--- config.mk ---
export PLATFORM = sky130hd
export DESIGN_NAME = bankers_safety_allocator
export DESIGN_NICKNAME = d
export VERILOG_FILES = /design/src/hdl/bsa_pkg.sv /design/src/hdl/bsa_cell.sv /design/src/hdl/bankers_safety_allocator.sv
export SDC_FILE = /design/constraint.sdc
export NUM_CORES = 2
export LEC_CHECK = 0
export BUFFER_PORTS_ARGS = -buffer_cell sky130_fd_sc_hd__clkbuf_2
export CAP_MARGIN = 0
export CORE_AREA = 2 2 247 431
export DETAILED_ROUTE_END_ITERATION = 10
export DIE_AREA = 0 0 249 433
export PLACE_DENSITY = 0.87
export REMOVE_ABC_BUFFERS = 1
export SLEW_MARGIN = 40
export SYNTH_ARGS = -nofsm -noshare
export SYNTH_HDL_FRONTEND = slang
export SYNTH_SLANG_ARGS = --single-unit
export TNS_END_PERCENT = 10
--- constraint.sdc ---
create_clock -name clk -period 6.4 [get_ports clk]
set_input_delay 0.32 -clock clk [delete_from_list [all_inputs] [get_ports clk]]
set_output_delay 0.32 -clock clk [all_outputs]
set_load 0.05 [all_outputs]
--- src/hdl/bsa_pkg.sv ---
`timescale 1ns / 1ps

package bsa_pkg;

  // item kinds
  localparam logic [1:0] KIND_AVAIL = 2'd0;
  localparam logic [1:0] KIND_MAX   = 2'd1;
  localparam logic [1:0] KIND_ALLOC = 2'd2;
  localparam logic [1:0] KIND_REQ   = 2'd3;

  // result status codes
  localparam logic [1:0] ST_OK     = 2'd0;
  localparam logic [1:0] ST_AVAIL  = 2'd1;
  localparam logic [1:0] ST_NEED   = 2'd2;
  localparam logic [1:0] ST_UNSAFE = 2'd3;

  // number of amount ports
  localparam int AMT_PORTS = 4;

  typedef enum logic [2:0] {
    S_IDLE,
    S_CHECK,
    S_START,
    S_WALK,
    S_DONE
  } state_t;

  typedef enum logic [2:0] {
    CELL_NOP,
    CELL_LD_MAX,
    CELL_LD_ALLOC,
    CELL_ADD,
    CELL_SUB
  } cell_op_t;

  // command broadcast from the controller to every cell
  typedef struct packed {
    cell_op_t op;
    logic     clr;
    logic     run;
  } cell_cmd_t;

endpackage

--- src/hdl/bsa_cell.sv ---
`timescale 1ns / 1ps

module bsa_cell #(
  parameter int NUM_RES    = 3,
  parameter int COUNT_BITS = 8,
  parameter int WORK_BITS  = 12,
  parameter int IDX_BITS   = 3,
  parameter int IDX        = 0
) (
  input  logic                                 clk,
  input  logic                                 rst,
  input  bsa_pkg::cell_cmd_t                   cmd,
  input  logic [IDX_BITS-1:0]                  sel,
  input  logic [NUM_RES-1:0][COUNT_BITS-1:0]   amt,
  input  logic                                 tok_in,
  input  logic [NUM_RES-1:0][WORK_BITS-1:0]    work_in,
  output logic                                 tok_out,
  output logic [NUM_RES-1:0][WORK_BITS-1:0]    work_out,
  output logic                                 take,
  output logic                                 done,
  output logic [NUM_RES-1:0][COUNT_BITS-1:0]   max_row,
  output logic [NUM_RES-1:0][COUNT_BITS-1:0]   alloc_row
);
  import bsa_pkg::*;

  logic hit;
  logic fit;

  assign hit = (sel == IDX_BITS'(IDX));

  // need (signed) against the passing work vector, all resources at once
  always_comb begin
    logic [COUNT_BITS:0] need;
    fit = 1'b1;
    for (int r = 0; r < NUM_RES; r++) begin
      need = {1'b0, max_row[r]} - {1'b0, alloc_row[r]};
      if (!need[COUNT_BITS] &&
          ({{(WORK_BITS-COUNT_BITS){1'b0}}, need[COUNT_BITS-1:0]} > work_in[r])) begin
        fit = 1'b0;
      end
    end
  end

  assign take = cmd.run && tok_in && !done && fit;

  // token, done mark and row storage
  always_ff @(posedge clk) begin
    if (rst) begin
      tok_out   <= 1'b0;
      done      <= 1'b0;
      max_row   <= '0;
      alloc_row <= '0;
    end else begin
      tok_out <= tok_in && cmd.run;
      if (cmd.clr) begin
        done <= 1'b0;
      end else if (take) begin
        done <= 1'b1;
      end
      if (hit) begin
        case (cmd.op)
          CELL_LD_MAX:   max_row   <= amt;
          CELL_LD_ALLOC: alloc_row <= amt;
          CELL_ADD: begin
            for (int r = 0; r < NUM_RES; r++) alloc_row[r] <= alloc_row[r] + amt[r];
          end
          CELL_SUB: begin
            for (int r = 0; r < NUM_RES; r++) alloc_row[r] <= alloc_row[r] - amt[r];
          end
          default: ;
        endcase
      end
    end
  end

  // work vector hand-off to the next cell
  always_ff @(posedge clk) begin
    for (int r = 0; r < NUM_RES; r++) begin
      if (take) begin
        work_out[r] <= work_in[r] + {{(WORK_BITS-COUNT_BITS){1'b0}}, alloc_row[r]};
      end else begin
        work_out[r] <= work_in[r];
      end
    end
  end

endmodule

--- src/hdl/bankers_safety_allocator.sv ---
`timescale 1ns / 1ps
// loads: the item is checked in S_CHECK and the result registered from S_DONE; rejected
//   requests the same. granted request: S_CHECK, S_START, then the work token walks
//   the ring of process cells in S_WALK until every process is done, then S_DONE
// one item at a time: input is taken again once the result sits in the output register
// reset (rst, synchronous) clears available counts, max and allocation rows, done marks

module bankers_safety_allocator #(
  parameter int NUM_PROCS  = 8,
  parameter int NUM_RES    = 3,
  parameter int COUNT_BITS = 8
) (
  input  logic       clk,
  input  logic       rst,
  input  logic       in_valid,
  output logic       in_stall,
  input  logic [1:0] kind,
  input  logic [2:0] process,
  input  logic [7:0] amount_0,
  input  logic [7:0] amount_1,
  input  logic [7:0] amount_2,
  input  logic [7:0] amount_3,
  output logic       out_valid,
  input  logic       out_stall,
  output logic       granted,
  output logic [1:0] status
);
  import bsa_pkg::*;

  localparam int WORK_BITS = COUNT_BITS + $clog2(NUM_PROCS + 1);
  localparam int IDX_BITS  = (NUM_PROCS > 1) ? $clog2(NUM_PROCS) : 1;
  localparam int CNT_BITS  = $clog2(NUM_PROCS + 1);

  typedef logic [NUM_RES-1:0][COUNT_BITS-1:0] row_t;
  typedef logic [NUM_RES-1:0][WORK_BITS-1:0]  work_t;

  state_t state, state_next;

  logic [1:0]          kind_q;
  logic [2:0]          proc_q;
  row_t                amt_q;
  row_t                amt_in;
  row_t                avail, avail_next;
  logic                res_g, res_g_next;
  logic [1:0]          res_s, res_s_next;
  logic [CNT_BITS-1:0] cnt, cnt_next;
  logic                first, first_next;

  cell_cmd_t           cmd;
  logic [IDX_BITS-1:0] sel;
  logic                proc_ok;
  logic [15:0]         proc_ext;

  logic [NUM_PROCS-1:0] tok_q;
  logic [NUM_PROCS-1:0] takes;
  logic [NUM_PROCS-1:0] dones;
  work_t                work_q [NUM_PROCS];
  row_t                 max_rows [NUM_PROCS];
  row_t                 alloc_rows [NUM_PROCS];
  logic                 ring_tok;
  work_t                ring_work;
  work_t                avail_ext;

  logic                 chk_fail;
  logic [1:0]           chk_s;
  logic                 out_free;

  // amounts masked or extended to the count width
  always_comb begin
    logic [AMT_PORTS-1:0][15:0] wide;
    wide[0] = {8'b0, amount_0};
    wide[1] = {8'b0, amount_1};
    wide[2] = {8'b0, amount_2};
    wide[3] = {8'b0, amount_3};
    for (int r = 0; r < NUM_RES; r++) amt_in[r] = wide[r][COUNT_BITS-1:0];
  end

  assign in_stall = (state != S_IDLE);
  assign out_free = !out_valid || !out_stall;

  assign proc_ext = {13'b0, proc_q};
  assign proc_ok  = (proc_ext < 16'(NUM_PROCS));
  assign sel      = proc_ext[IDX_BITS-1:0];

  // request check on the addressed row, resource 0 first
  always_comb begin
    logic [COUNT_BITS:0] need;
    chk_fail = 1'b0;
    chk_s    = ST_OK;
    for (int r = 0; r < NUM_RES; r++) begin
      need = {1'b0, max_rows[sel][r]} - {1'b0, alloc_rows[sel][r]};
      if (!chk_fail) begin
        if (amt_q[r] > avail[r]) begin
          chk_fail = 1'b1;
          chk_s    = ST_AVAIL;
        end else if (need[COUNT_BITS] || (amt_q[r] > need[COUNT_BITS-1:0])) begin
          chk_fail = 1'b1;
          chk_s    = ST_NEED;
        end
      end
    end
  end

  // ring input: fresh token with the available vector, or the last cell's output
  always_comb begin
    for (int r = 0; r < NUM_RES; r++) begin
      avail_ext[r] = {{(WORK_BITS-COUNT_BITS){1'b0}}, avail[r]};
    end
    ring_tok  = first ? 1'b1 : tok_q[NUM_PROCS-1];
    ring_work = first ? avail_ext : work_q[NUM_PROCS-1];
  end

  // row of process cells
  for (genvar i = 0; i < NUM_PROCS; i++) begin : g_cell
    logic  tin;
    work_t win;
    if (i == 0) begin : g_head
      assign tin = ring_tok;
      assign win = ring_work;
    end else begin : g_body
      assign tin = tok_q[i-1];
      assign win = work_q[i-1];
    end
    bsa_cell #(
      .NUM_RES   (NUM_RES),
      .COUNT_BITS(COUNT_BITS),
      .WORK_BITS (WORK_BITS),
      .IDX_BITS  (IDX_BITS),
      .IDX       (i)
    ) u_cell (
      .clk      (clk),
      .rst      (rst),
      .cmd      (cmd),
      .sel      (sel),
      .amt      (amt_q),
      .tok_in   (tin),
      .work_in  (win),
      .tok_out  (tok_q[i]),
      .work_out (work_q[i]),
      .take     (takes[i]),
      .done     (dones[i]),
      .max_row  (max_rows[i]),
      .alloc_row(alloc_rows[i])
    );
  end

  // next state and controls
  always_comb begin
    state_next = state;
    avail_next = avail;
    res_g_next = res_g;
    res_s_next = res_s;
    cnt_next   = cnt;
    first_next = first;
    cmd        = '{op: CELL_NOP, clr: 1'b0, run: 1'b0};
    case (state)
      S_IDLE: begin
        if (in_valid) state_next = S_CHECK;
      end
      S_CHECK: begin
        state_next = S_DONE;
        res_g_next = 1'b1;
        res_s_next = ST_OK;
        case (kind_q)
          KIND_AVAIL: avail_next = amt_q;
          KIND_MAX, KIND_ALLOC: begin
            if (proc_ok) begin
              cmd.op = (kind_q == KIND_MAX) ? CELL_LD_MAX : CELL_LD_ALLOC;
            end else begin
              res_g_next = 1'b0;
            end
          end
          KIND_REQ: begin
            if (!proc_ok) begin
              res_g_next = 1'b0;
              res_s_next = ST_NEED;
            end else if (chk_fail) begin
              res_g_next = 1'b0;
              res_s_next = chk_s;
            end else begin
              cmd.op     = CELL_ADD;
              state_next = S_START;
              for (int r = 0; r < NUM_RES; r++) avail_next[r] = avail[r] - amt_q[r];
            end
          end
          default: ;
        endcase
      end
      S_START: begin
        cmd.clr    = 1'b1;
        cnt_next   = '0;
        first_next = 1'b1;
        state_next = S_WALK;
      end
      S_WALK: begin
        cmd.run    = 1'b1;
        first_next = 1'b0;
        if (&dones) begin
          res_g_next = 1'b1;
          res_s_next = ST_OK;
          state_next = S_DONE;
        end else if (!(|takes) && (cnt == CNT_BITS'(NUM_PROCS - 1))) begin
          // no progress over a full lap: roll the request back
          cmd.op     = CELL_SUB;
          res_g_next = 1'b0;
          res_s_next = ST_UNSAFE;
          state_next = S_DONE;
          for (int r = 0; r < NUM_RES; r++) avail_next[r] = avail[r] + amt_q[r];
        end else begin
          cnt_next = (|takes) ? '0 : cnt + 1'b1;
        end
      end
      S_DONE: begin
        if (out_free) state_next = S_IDLE;
      end
      default: state_next = S_IDLE;
    endcase
  end

  // state register
  always_ff @(posedge clk) begin
    if (rst) begin
      state <= S_IDLE;
    end else begin
      state <= state_next;
    end
  end

  // control and counts
  always_ff @(posedge clk) begin
    if (rst) begin
      avail     <= '0;
      out_valid <= 1'b0;
      cnt       <= '0;
      first     <= 1'b0;
    end else begin
      avail <= avail_next;
      cnt   <= cnt_next;
      first <= first_next;
      if (state == S_DONE && out_free) begin
        out_valid <= 1'b1;
      end else if (!out_stall) begin
        out_valid <= 1'b0;
      end
    end
  end

  // item capture and result payload
  always_ff @(posedge clk) begin
    res_g <= res_g_next;
    res_s <= res_s_next;
    if (state == S_IDLE && in_valid) begin
      kind_q <= kind;
      proc_q <= process;
      amt_q  <= amt_in;
    end
    if (state == S_DONE && out_free) begin
      granted <= res_g;
      status  <= res_s;
    end
  end

endmodule

## Word level (Yosys, flattened, before mapping)

Cells that the tools add are included.

- Flip-flop bits (word level): 756
- Output and inout bits: 5
- Bits of input ports: 41

- $lt $le $gt $ge: 32
- Equal/unequal tests: 29
- Reduce and logical (&&, ||, !) cells: 121
- Add/subtract/negate cells: 106
- Muxes and demuxes: 124
- Bitwise logic cells: 1

Operators with widths:

| operator | number |
|---|---|
| $pmux W24 S3 | 8 |
| $add A12 B8 Y12 | 24 |
| $gt A8 B12 Y1 | 24 |
| $mux W12 | 24 |
| $sub A8 B8 Y9 | 27 |
| $add A8 B8 Y8 | 27 |
| $sub A8 B8 Y8 | 27 |
| $mux W24 | 8 |
| $bmux W24 S3 | 2 |
| $pmux W24 S2 | 2 |
| $logic_and A1 B1 Y1 | 51 |
| $gt A8 B8 Y1 | 6 |
| $mux W1 | 42 |
| $mux W36 | 1 |
| $logic_not A1 Y1 | 35 |
| $reduce_and A2 Y1 | 17 |
| $mux W2 | 16 |
| $mux W3 | 10 |
| $eq A3 B2 Y1 const B | 6 |
| $eq A3 B3 Y1 const B | 6 |
| $pmux W3 S5 | 1 |
| $mux W4 | 3 |
| $pmux W3 S2 | 2 |
| $ne A2 B2 Y1 const B | 5 |
| other kinds (24) | 39 |

## Logic depth before layout (Yosys ltp)

- Word-level depth: 19
- Depth in mapped cells: 33

## Modules after synthesis

Synthesis repeated with hierarchy kept, for this count alone.

- Cells, all modules: 7636
- Area, all modules: 64659.5 µm²

By module, submodules not included:

| module | cells an instance | area each (µm²) | instances | sequential area each (µm²) |
|---|---|---|---|---|
| bsa_cell (g_cell[3].u_cell ...) | 828 | 6964.2 | 2 | 1721.7 |
| bsa_cell (g_cell[1].u_cell ...) | 851 | 6856.6 | 2 | 1721.7 |
| bankers_safety_allocator | 938 | 9445.3 | 1 | 1711.6 |
| bsa_cell (g_cell[4].u_cell) | 827 | 6969.2 | 1 | 1721.7 |
| bsa_cell (g_cell[0].u_cell) | 827 | 6966.7 | 1 | 1721.7 |
| bsa_cell (g_cell[6].u_cell) | 844 | 6839.1 | 1 | 1721.7 |
| bsa_cell (g_cell[7].u_cell) | 842 | 6797.8 | 1 | 1721.7 |

## Worst setup path after synthesis

Ideal clock, no wire load.

- Path type: reg2reg
- Start: register g_cell[2].u_cell.alloc_row[17] in the netlist's numbering
- End: register g_cell[1].u_cell.alloc_row[14] in the netlist's numbering
- Required time: 6.314 ns
- Period minus slack after synthesis: 6.961 ns
- Data arrival time: 6.875 ns
- Path slack: -0.561 ns
- Stages on the path, launching flop included: 33
- Buffers on the path: 4
- Cells stage by stage: dfxtp_1 inv_1 ha_1 nor2b_1 o21ai_0 nand2b_1 a21o_1 a21o_1 a21o_1 a21oi_1 xnor2_1 ha_1 nand4_1 a21o_1 a221o_1 and4_4 buf_2 a2111o_1 buf_4 o31a_1 buf_2 buf_2 nor2_1 xnor2_1 ha_1 inv_1 o31ai_1 maj3_1 maj3_1 maj3_1 o21ai_0 mux2_2 a211oi_1

- Longest elaborated chain between the ends: 16
- Elaborated cells on any way between the ends: 30
- Classes of those cells: add/sub: 2; order compare: 2; eq/ne: 3; mux: 14; reduce/logical: 9

RTL lines:

| item | line | source |
|---|---|---|
| from (decl) | bsa_cell.sv:22 | `output logic [NUM_RES-1:0][COUNT_BITS-1:0] alloc_row` |
| from (signal assigned) | bsa_cell.sv:63 | `CELL_LD_ALLOC: alloc_row <= amt;` |
| $bmux W24 S3 | bankers_safety_allocator.sv:91 | `need = {1'b0, max_rows[sel][r]} - {1'b0, alloc_rows[sel][r]};` |
| $mux W24 (not written as such) (2 in series) | bankers_safety_allocator.sv:91 |  |
| $sub A8 B8 Y9 | bankers_safety_allocator.sv:91 |  |
| $gt A8 B8 Y1 | bankers_safety_allocator.sv:96 | `end else if (need[COUNT_BITS] \|\| (amt_q[r] > need[COUNT_BITS-1:0])) begin` |
| $logic_or A1 B1 Y1 | bankers_safety_allocator.sv:96 |  |
| $mux W1 | bankers_safety_allocator.sv:96 |  |
| $mux W1 | bankers_safety_allocator.sv:93 | `if (amt_q[r] > avail[r]) begin` |
| $mux W1 | bankers_safety_allocator.sv:92 | `if (!chk_fail) begin` |
| $mux W2 | bankers_safety_allocator.sv:177 | `end else if (chk_fail) begin` |
| $mux W3 | bankers_safety_allocator.sv:174 | `if (!proc_ok) begin` |
| $pmux W3 S2 | bankers_safety_allocator.sv:164 | `case (kind_q)` |
| $pmux W3 S2 (*) | bankers_safety_allocator.sv:156 | `case (state)` |
| $eq A3 B2 Y1 or $eq A3 B3 Y1 (tied branches) | bsa_cell.sv:61 | `case (cmd.op)` |
| $reduce_bool A3 Y1 (no source line) | -- |  |
| $reduce_and A2 Y1 (no source line) | -- |  |
| to (signal assigned) | bsa_cell.sv:63 |  |
| to (decl) | bsa_cell.sv:22 |  |

Every way passes the cells marked *; elsewhere a longest branch is shown, timed or not. The select of a mux whose other input is x is not followed.
A chain may end at the register's enable or synchronous reset.

## Worst setup path after layout

- Start: register g_cell[0].u_cell.alloc_row[1] in the netlist's numbering
- End: register g_cell[4].u_cell.alloc_row[14] in the netlist's numbering

- Longest elaborated chain between the ends: 17
- Elaborated cells on any way between the ends: 33
- Classes of those cells: add/sub: 2; order compare: 2; eq/ne: 3; mux: 17; reduce/logical: 9

RTL lines:

| item | line |
|---|---|
| from (decl) | bsa_cell.sv:22 |
| from (signal assigned) | bsa_cell.sv:63 |
| $bmux W24 S3 | bankers_safety_allocator.sv:91 |
| $mux W24 (2 in series) | -- |
| $sub A8 B8 Y9 | bankers_safety_allocator.sv:91 |
| $gt A8 B8 Y1 | bankers_safety_allocator.sv:96 |
| $logic_or A1 B1 Y1 | bankers_safety_allocator.sv:96 |
| $mux W1 | bankers_safety_allocator.sv:96 |
| $mux W1 | bankers_safety_allocator.sv:93 |
| $mux W1 (2 in series) | bankers_safety_allocator.sv:92 |
| $mux W2 | bankers_safety_allocator.sv:177 |
| $mux W3 | bankers_safety_allocator.sv:174 |
| $pmux W3 S2 | bankers_safety_allocator.sv:164 |
| $pmux W3 S2 (*) | bankers_safety_allocator.sv:156 |
| $eq A3 B2 Y1 or $eq A3 B3 Y1 (tied branches) | bsa_cell.sv:61 |
| $reduce_bool A3 Y1 (no source line) | -- |
| $reduce_and A2 Y1 (no source line) | -- |
| to (signal assigned) | bsa_cell.sv:63 |
| to (decl) | bsa_cell.sv:22 |

Marks and branches as above.

==> results by group <==
Floorplan
  – FP Rows: approximately 160
  – Placeable Area: 0.1043 mm2
  – Die Wd: 249 um
  – Die ar.: roughly 0.11 mm2
  – Die span in y: 433 um
  – Initial Util: 58.62%
  – Io pins: 46

Clock network
  – Max Root-Sink Buffers: 3
  – CTS Buf Count: 77
  – Clk slew on worst S/H paths: 0.07 ns
  – Clock Latency Late Sink: 0.75 ns
  – Num Clock Sinks: 756
  – Htree depth: 3
  – CTS tree: built
  – Clock root buffer: clkbuf_16

Synthesis
  – Post-synth EDFFs: 35
  – Top_reg_cell synth: dfxtp_1
  – Register area share after synthesis: 25.32%
  – Main area contributors after synthesis: dfxtp_1, ha_1, a21oi_1
  – Post-synthesis async set-or-reset flop share: 0%
  – Yosys top cell by area: dfxtp_1
  – Post-synthesis average cell area: 8.268 um2
  – Post-synthesis instance area: 0.06115 mm2
  – Synth cell types: 89
  – Cells after Synth: 7396
  – Top cell type's share of synthesized area: 23.61%
  – Ys Warns: 0
  – Yosys reg bits: 756

Setup path
  – Startpoint Class: flop
  – Crit-path max cell delay: 0.52 ns
  – CP arrival: 7.26 ns
  – Slowest cell on the critical path: a2111o_1
  – Required @ worst endpoint: 7.05 ns
  – WS Path Type: flop to flop
  – Critical Path End Type: flop
  – CP max FO: 8

Status
  – Outcome: finished, violations left
  – Failing checks: negative setup slack

STA
  – Fin crit period: 6.611 ns
  – Fmax: about 150 MHz
  – Fin. Hold Viols: 0
  – Slew HR: approximately 30%
  – Final setup vio count: 145
  – Count of final max-slew check failures: 0
  – Setup TNS Final: -8.652 ns
  – Clock Skew: 0.05496 ns
  – Period utilization: 103.3%
  – Final WS setup: -0.2106 ns
  – Worst slew pin tran: 1.037 ns
  – RSZ-0062 raised after global routing: true

Power and ir drop
  – Leak Pwr: 32.16 nW
  – Overall power: 12.34 mW
  – VDD IR-drop max: between 0.2 and 0.25 mV
  – Pwr Density: approximately 170 mW/mm2

Drt
  – Pre-antenna DRT Iters: 9
  – Vias: 65070
  – Drt drc: 0
  – Initial DRC count: slightly above 8000
  – Vias per cell: 6.810
  – Avg WL per Cell: 29.21 um
  – Detailed Route WL: roughly 280000 um
  – Post-DRT Antenna Nets: 0

Global route
  – Initial antenna violation count: 29
  – Grt ovf: 0
  – Via count of the first global-routing pass: between 60000 and 70000
  – GRT Util Overall: 50.00%
  – Largest net degree at the start of global routing: 154
  – First-pass GRT wire length: 398000 um

Worst hold path
  – HP Class: input pin to flop

Layout
  – Final net count: 8970
  – Most frequent cells in the layout: buf_4, nand2_1, ha_1
  – Layout cell share with drive strength beyond 1: 21.09%
  – Synth-to-layout area growth: 22.25%
  – Most common cell after layout, fill and taps aside: buf_4

Placed design
  – Count of input and output buffers: 37
  – Place WS: -0.3214 ns
  – GPL Wtd Cong: 1.080
  – DP HPWL: between 200000 and 250000 um

Run
  – Max-cap check violation count: 0
## worst max-delay path, delay by kind of cell (launching register included)
family,cells,cell delay [ns]
compound gates,11,2.25
mux,1,0.31
buf+inv,5,0.69
simple gates,6,0.91
flops,1,0.33
fa+ha+maj,6,1.75
xor+xnor,2,0.25
## per-stage QoR
step / util (%) / std cells / instance area [um2] / hold WS [ns]
2_1_floorplan: - / 7014 / 59670 / 0.3891
3_3_place_gp: 66.35 / 9281 / 69200 / 0.4505
3_5_place_dp: 66.39 / 9284 / 69250 / 0.4545
4_1_cts: 69.46 / 9466 / 72450 / 0.005353
5_1_grt: 71.63 / 9540 / 74720 / 0.03808
6_report: 71.67 / 9554 / 74760 / 0.02343
## cell families (layout without fill, tap and decap cells)
logic type	Yosys count	after routing	synth area share [%]
compound gates	2038	2038	21.24
buf+inv	1036	1827	6.429
xor+xnor	521	521	7.463
other cells	0	16	0
mux	239	239	6.022
simple gates	1866	1866	14.09
fa+ha+maj	940	940	19.43
flops	756	756	25.32
## where the power goes
part	total [mW]	leakage [nW]	switching (mW)	internal [mW]
registers	4.92	6.20	0.0959	4.82
logic	2.47	24.7	1.48	0.993
clock network	4.95	1.29	2.27	2.68
## cell usage after synthesis (96+ instances only)
library cell and instances:
a211oi_1 122, a21o_1 219, a21oi_1 695, clkbuf_1 333, dfxtp_1 721, ha_1 747
inv_1 653, maj3_1 112, mux4_2 96, nand2_1 777, nand3_1 144, nor2_1 387
nor2b_1 116, o21ai_0 367, xnor2_1 326, xor2_1 195
## registers in the layout (all words and copies together) (netlist names), 2 cells and up
| signal | flops |
|---|---|
| amt_q | 24 |
| g_cell.u_cell.alloc_row | 192 |
| state | 3 |
| g_cell.u_cell.done | 8 |
| kind_q | 2 |
| g_cell.u_cell.work_out | 288 |
| proc_q | 3 |
| status | 2 |
| res_s | 2 |
| cnt | 4 |
| g_cell.u_cell.tok_out | 8 |
| g_cell.u_cell.max_row | 192 |
| avail | 24 |
## timing repair
| item | 4_1_cts | 5_1_grt |
|---|---|---|
| buffers inserted | 11 | 70 |
| resized for setup | 55 | 404 |
| cloned | 0 | 4 |
| pin swaps | 19 | 201 |
| hold buffers | 30 | 0 |
| endpoints found under the hold margin | 30 | 0 |
| endpoints found under the setup margin | 145 | 408 |
## layout make-up
cell class,count,area [um2]
Tap cell,1351,1690
Multi-Input combinational cell,5604,43460
Fill cell,7822,29550
Timing Repair Buffer,1032,8935
Sequential cell,756,15510
Clock inverter,43,417.9
Inverter,654,2455
Antenna cell,16,40.04
Clock buffer,98,2245
## final timing paths
path / cells after the start / start / endpoint / slack (ns)
worst min-delay path: 2 / rst / g_cell[5].u_cell.max_row[16] / 0.02
worst max register to register: 31 / g_cell[0].u_cell.alloc_row[1] / g_cell[4].u_cell.alloc_row[14] / -0.21
worst max-delay path: 31 / g_cell[0].u_cell.alloc_row[1] / g_cell[4].u_cell.alloc_row[14] / -0.21
worst min register to register: 2 / g_cell[2].u_cell.done / g_cell[2].u_cell.done / 0.47
## metal layers
layer	vias up	global-route usage [%]	part of all wire, %
li1	27670	-	-
met1	29990	48.10	29
met2	5008	78.26	43
met3	2379	16.77	12
met4	12	59.83	15
met5	-	0	0.029
Note: power is estimated with default switching activity, not from simulation.
